### src/rlpg_pkg.sv
// Road layer pixel generator: shared types, command codes, register indexes and constants.
// No dependencies; every other file of the block but rlpg_chan_if imports this package.
package rlpg_pkg;

   localparam int RAM_WORDS    = 2048;
   localparam int RAM_IW       = 11;
   localparam int RAM_AW       = RAM_IW + 1;
   localparam int RAM_DEPTH    = 2 * RAM_WORDS;
   localparam int ROM_BYTES_DEFAULT    = 65536;
   localparam int SCREEN_LINES_DEFAULT = 224;
   localparam int SCREEN_WIDTH_DEFAULT = 320;

   localparam logic [11:0] SCROLL_BASE = 12'h5f8;

   localparam logic [2:0] CSR_ROAD_MODE   = 3'd0;
   localparam logic [2:0] CSR_ROAD_COLOR  = 3'd1;
   localparam logic [2:0] CSR_EDGE_COLOR  = 3'd2;
   localparam logic [2:0] CSR_SKY_COLOR   = 3'd3;
   localparam logic [2:0] CSR_SCROLL_ADJ  = 3'd4;
   localparam logic [2:0] CSR_SCREEN_SHFT = 3'd5;

   localparam logic [7:0] PRIO_MAP [2][8] = '{
      '{8'h80, 8'h81, 8'h81, 8'h87, 8'h00, 8'h00, 8'h00, 8'h00},
      '{8'h81, 8'h81, 8'h81, 8'h8f, 8'h00, 8'h00, 8'h00, 8'h80}
   };

   typedef enum logic [1:0] {
      CMD_WRITE_RAM = 2'd0,
      CMD_SWAP      = 2'd1,
      CMD_WRITE_PAT = 2'd2,
      CMD_RENDER    = 2'd3
   } cmd_type;

   typedef struct packed {
      cmd_type     command;
      logic [15:0] address;
      logic [15:0] wdata;
      logic [7:0]  line;
      logic [8:0]  column;
   } req_type;

   typedef struct packed {
      logic [10:0] pixel_color;
      logic        draw;
   } rsp_type;

   typedef struct packed {
      logic [2:0]  road_mode;
      logic [10:0] road_color_base;
      logic [10:0] edge_color_base;
      logic [10:0] sky_color_base;
      logic [11:0] scroll_adjust;
      logic [11:0] screen_shift;
   } cfg_type;

   typedef struct packed {
      req_type     req;
      logic [15:0] d0;
      logic [15:0] d1;
   } q_item_type;

endpackage

### src/rlpg_queue.sv
// Two-entry queue between the front and back parts.
// Depends on rlpg_pkg for the queued item type.
module rlpg_queue (
   input  logic                 clock,
   input  logic                 reset,
   input  logic                 push_valid,
   output logic                 push_ready,
   input  rlpg_pkg::q_item_type push_item,
   output logic                 pop_valid,
   input  logic                 pop_ready,
   output rlpg_pkg::q_item_type pop_item
);
   import rlpg_pkg::*;

   q_item_type  slot_ff [2];
   logic        wptr_ff, wptr_in, rptr_ff, rptr_in;
   logic [1:0]  count_ff, count_in;
   logic        push, pop;

   assign push_ready = (count_ff != 2'd2);
   assign pop_valid  = (count_ff != 2'd0);
   assign push       = push_valid && push_ready;
   assign pop        = pop_valid && pop_ready;
   assign pop_item   = slot_ff[rptr_ff];

   always_comb begin
      wptr_in  = wptr_ff ^ push;
      rptr_in  = rptr_ff ^ pop;
      count_in = count_ff + 2'(push) - 2'(pop);
   end

   always_ff @(posedge clock) begin
      if (push) begin
         slot_ff[wptr_ff] <= push_item;
      end
   end

   always_ff @(posedge clock) begin
      if (reset) begin
         wptr_ff  <= 1'b0;
         rptr_ff  <= 1'b0;
         count_ff <= 2'd0;
      end else begin
         wptr_ff  <= wptr_in;
         rptr_ff  <= rptr_in;
         count_ff <= count_in;
      end
   end
endmodule

### config.mk
export PLATFORM = sky130hd
export DESIGN_NAME = rlpg_queue
export DESIGN_NICKNAME = d
export VERILOG_FILES = /design/src/rlpg_pkg.sv /design/src/rlpg_queue.sv
export SDC_FILE = /design/constraint.sdc
export NUM_CORES = 1
export LEC_CHECK = 0
export ABC_CLOCK_PERIOD_IN_PS = 4100
export BUFFER_PORTS_ARGS = -buffer_cell sky130_fd_sc_hd__buf_2
export CORE_MARGIN = 2
export CORE_UTILIZATION = 50
export DETAILED_ROUTE_END_ITERATION = 8
export HOLD_SLACK_MARGIN = 0.02
export PLACE_DENSITY = 0.76
export SLEW_MARGIN = 20
export SYNTH_ARGS = -nofsm -noshare
export SYNTH_HDL_FRONTEND = slang
export SYNTH_SLANG_ARGS = --single-unit
### constraint.sdc
create_clock -name clock -period 4.1 [get_ports clock]
set_clock_uncertainty 0.1 [all_clocks]
set_input_delay 0.205 -clock clock [delete_from_list [all_inputs] [get_ports clock]]
set_output_delay 0.205 -clock clock [all_outputs]
set_load 0.01 [all_outputs]
==> flow_metrics.tcl <==
set metrics [dict create \
    drive_gt1_frac 0.514 \
    path_cells "nand2b_1 > and2_1 > ha_4 > buf_4" \
    cts_max_level 4 \
    end_kind "register" \
    synth-xor-area-share 0.00140 \
    synth_top_family_by_area "multiplexers" \
    finalSetupViolations 0 \
    ys_seq_elements 170 \
    grt_pass1_vias 3864 \
    crit_path_start_kind "register" \
    ant_nets 0 \
    cts_resized 0 \
    drtPass1Iterations 4 \
    synth_edf_count 166 \
    slowest_stage "ha_4" \
    numPortBuffers 171 \
    clk_pin_slew_ps 60 \
    worstMarginPinSlew_ps 822 \
    synth_simple_gate_area_frac 0.0110 \
    period_needed_ps 2280 \
    avgSynthCellArea_um2 21.9 \
    cpPeakStageDelay_ps 690 \
    drc_errors 0 \
    synth_warnings 0 \
    outcome "finished clean" \
    cts_tree "built" \
    grt_overflow 0 \
    p_leak_nw 3.32 \
    gp_congestion 0.703 \
    cp.required_ps 4100 \
    clockBufferDepth 2 \
    io_pins 172 \
    antenna_found_initial 0 \
    fp.dieW_um 116 \
    netlist_top_cells_area "edfxtp_1, mux2_2, dfxtp_1, buf_6, ha_1" \
    vias_per_cell 4.84 \
    maxSlewViolCount 0 \
    yosysTopAreaCell "edfxtp_1" \
    synth_fp_nets 374 \
    synth-main-ff-cell "edfxtp_1" \
    numClockSinks 170 \
    cts.hold.buffers_added 84 \
    synth-compound-area-share 0.00582 \
    synth_cell_types 22 \
    final_common_cell "buf_2" \
    routed_wl_um 12400 \
    final_cell_mix "buf_2, edfxtp_1, dlygate4sd3_1, mux2_2, clkbuf_16" \
    area_growth_syn_to_layout_pct 40.6 \
    grt_max_degree 85 \
    cts.root.buffer_cell "clkbuf_16" \
    relSlewSlack 0.452 \
    synth_cells 285 \
    grt_setup_unrepaired "false" \
    ys_seq_area_frac 0.812 \
    async_reset_ff_frac 0 \
    synth_top_area_share 0.799 \
    die_h_um 116 \
    synth.area.mux_share 0.152 \
    numCtsBuffers 17 \
    drt_iter0_drc 235 \
    yosys.area_share.adder 0.00401 \
    initial_core_util 0.515 \
    fin_crit_sh 0.556 \
    final_nets 644 \
    hold_viol 0 \
    cap_viol_max_count 0 \
    diodes 0 \
    critical_path_class "reg -> reg" \
    dieArea_mm2 0.0134 \
    syn_area_mm2 0.00624 \
    grt_usage 0.190 \
    clk_latency_ps 410 \
    hpwlAfterDp_um 6790 \
    peakVddDrop_uv 346 \
    crit_arrival_ps 2280 \
    hp-class "in -> reg" \
    vias 3561 \
    grt_pass1_wl_um 18900 \
    post_cts_buffers 0 \
    core_area_mm2 0.0121 \
    post-route-util 0.724 \
    rows 40 \
    final.setup.tns_ps 0 \
    power_density_mw_per_mm2 560 \
    cp_max_fo 58 \
    fmaxAchievable_mhz 439 \
    wl_per_cell_um 16.9 \
]
state kept, by name, summed over array words and instances (netlist names):
register,cells
rptr_ff,1
slot_ff,166
wptr_ff,1
count_ff,2
layer usage:
| metal | track usage | up-vias | wire [um] |
|---|---|---|---|
| met5 | 0 | - | 0 |
| met4 | 0.0722 | 0 | 216 |
| met3 | 0.0591 | 18 | 764 |
| met2 | 0.349 | 124 | 6600 |
| met1 | 0.206 | 1746 | 4840 |
| li1 | - | 1673 | - |
Yosys cell counts, types with 2 or more instances:
cell      instances
dfxtp_1           4
nor2b_1           2
edfxtp_1        166
o21ai_0           2
mux2_2           83
nor2_1            5
buf_6             6
buf_2             2
ha_1              2
final cells by class:
class	instances	area, um^2
repair buffers	260	1750
flip-flops and latches	170	5070
clock inverters	11	169
inverters	1	3.75
well taps	168	210
multi-input cells	105	1100
fillers	762	3340
clock buffers	21	460
where the power goes:
part           switching, W  internal, W  leakage [nW]  total (W)
Clock              0.000615      0.00105         0.297    0.00167
Combinational      0.000497     0.000507          1.43    0.00100
Sequential        0.0000869      0.00215          1.59    0.00224
through the flow:
stage	hold WS [ps]	cells	instance area [um^2]	power [W]	setup slack, ps
floorplan	172	285	6240	0.00286	832
global placement	294	619	7270	0.00317	1870
detailed placement	296	619	7270	0.00320	1800
CTS	83.7	735	8740	0.00493	1620
global route	152	736	8770	0.00512	1640
finish	95.9	736	8770	0.00491	1820
worst max-delay path, delay by kind of cell, from the launching register on:
family,cells,cell delay (ps)
fa+ha+maj,1,690
flops,1,450
buf+inv,1,370
simple gates,2,350
path summary, 6_finish.rpt:
check | cells past startpoint | end | slack (ps) | from
setup / recovery | 4 | slot_ff[0][1]$_DFFE_PP_ | 1820 | count_ff[0]$_SDFF_PP0_
hold / removal | 4 | rptr_ff$_SDFF_PP0_ | 100 | pop_ready
setup reg to reg | 4 | slot_ff[0][1]$_DFFE_PP_ | 1820 | count_ff[0]$_SDFF_PP0_
hold reg to reg | 3 | wptr_ff$_SDFF_PP0_ | 510 | wptr_ff$_SDFF_PP0_
cell families (layout without fill, tap and decap cells):
logic type,after synthesis,in the layout
adders and majority gates,2,2
buffers and inverters,10,293
muxes,84,84
and+or+nand+nor,13,13
AOI/OAI and AO/OA,5,5
DFF,170,170
xor gates and xnor gates,1,1
(Power assumes the default switching activity.)
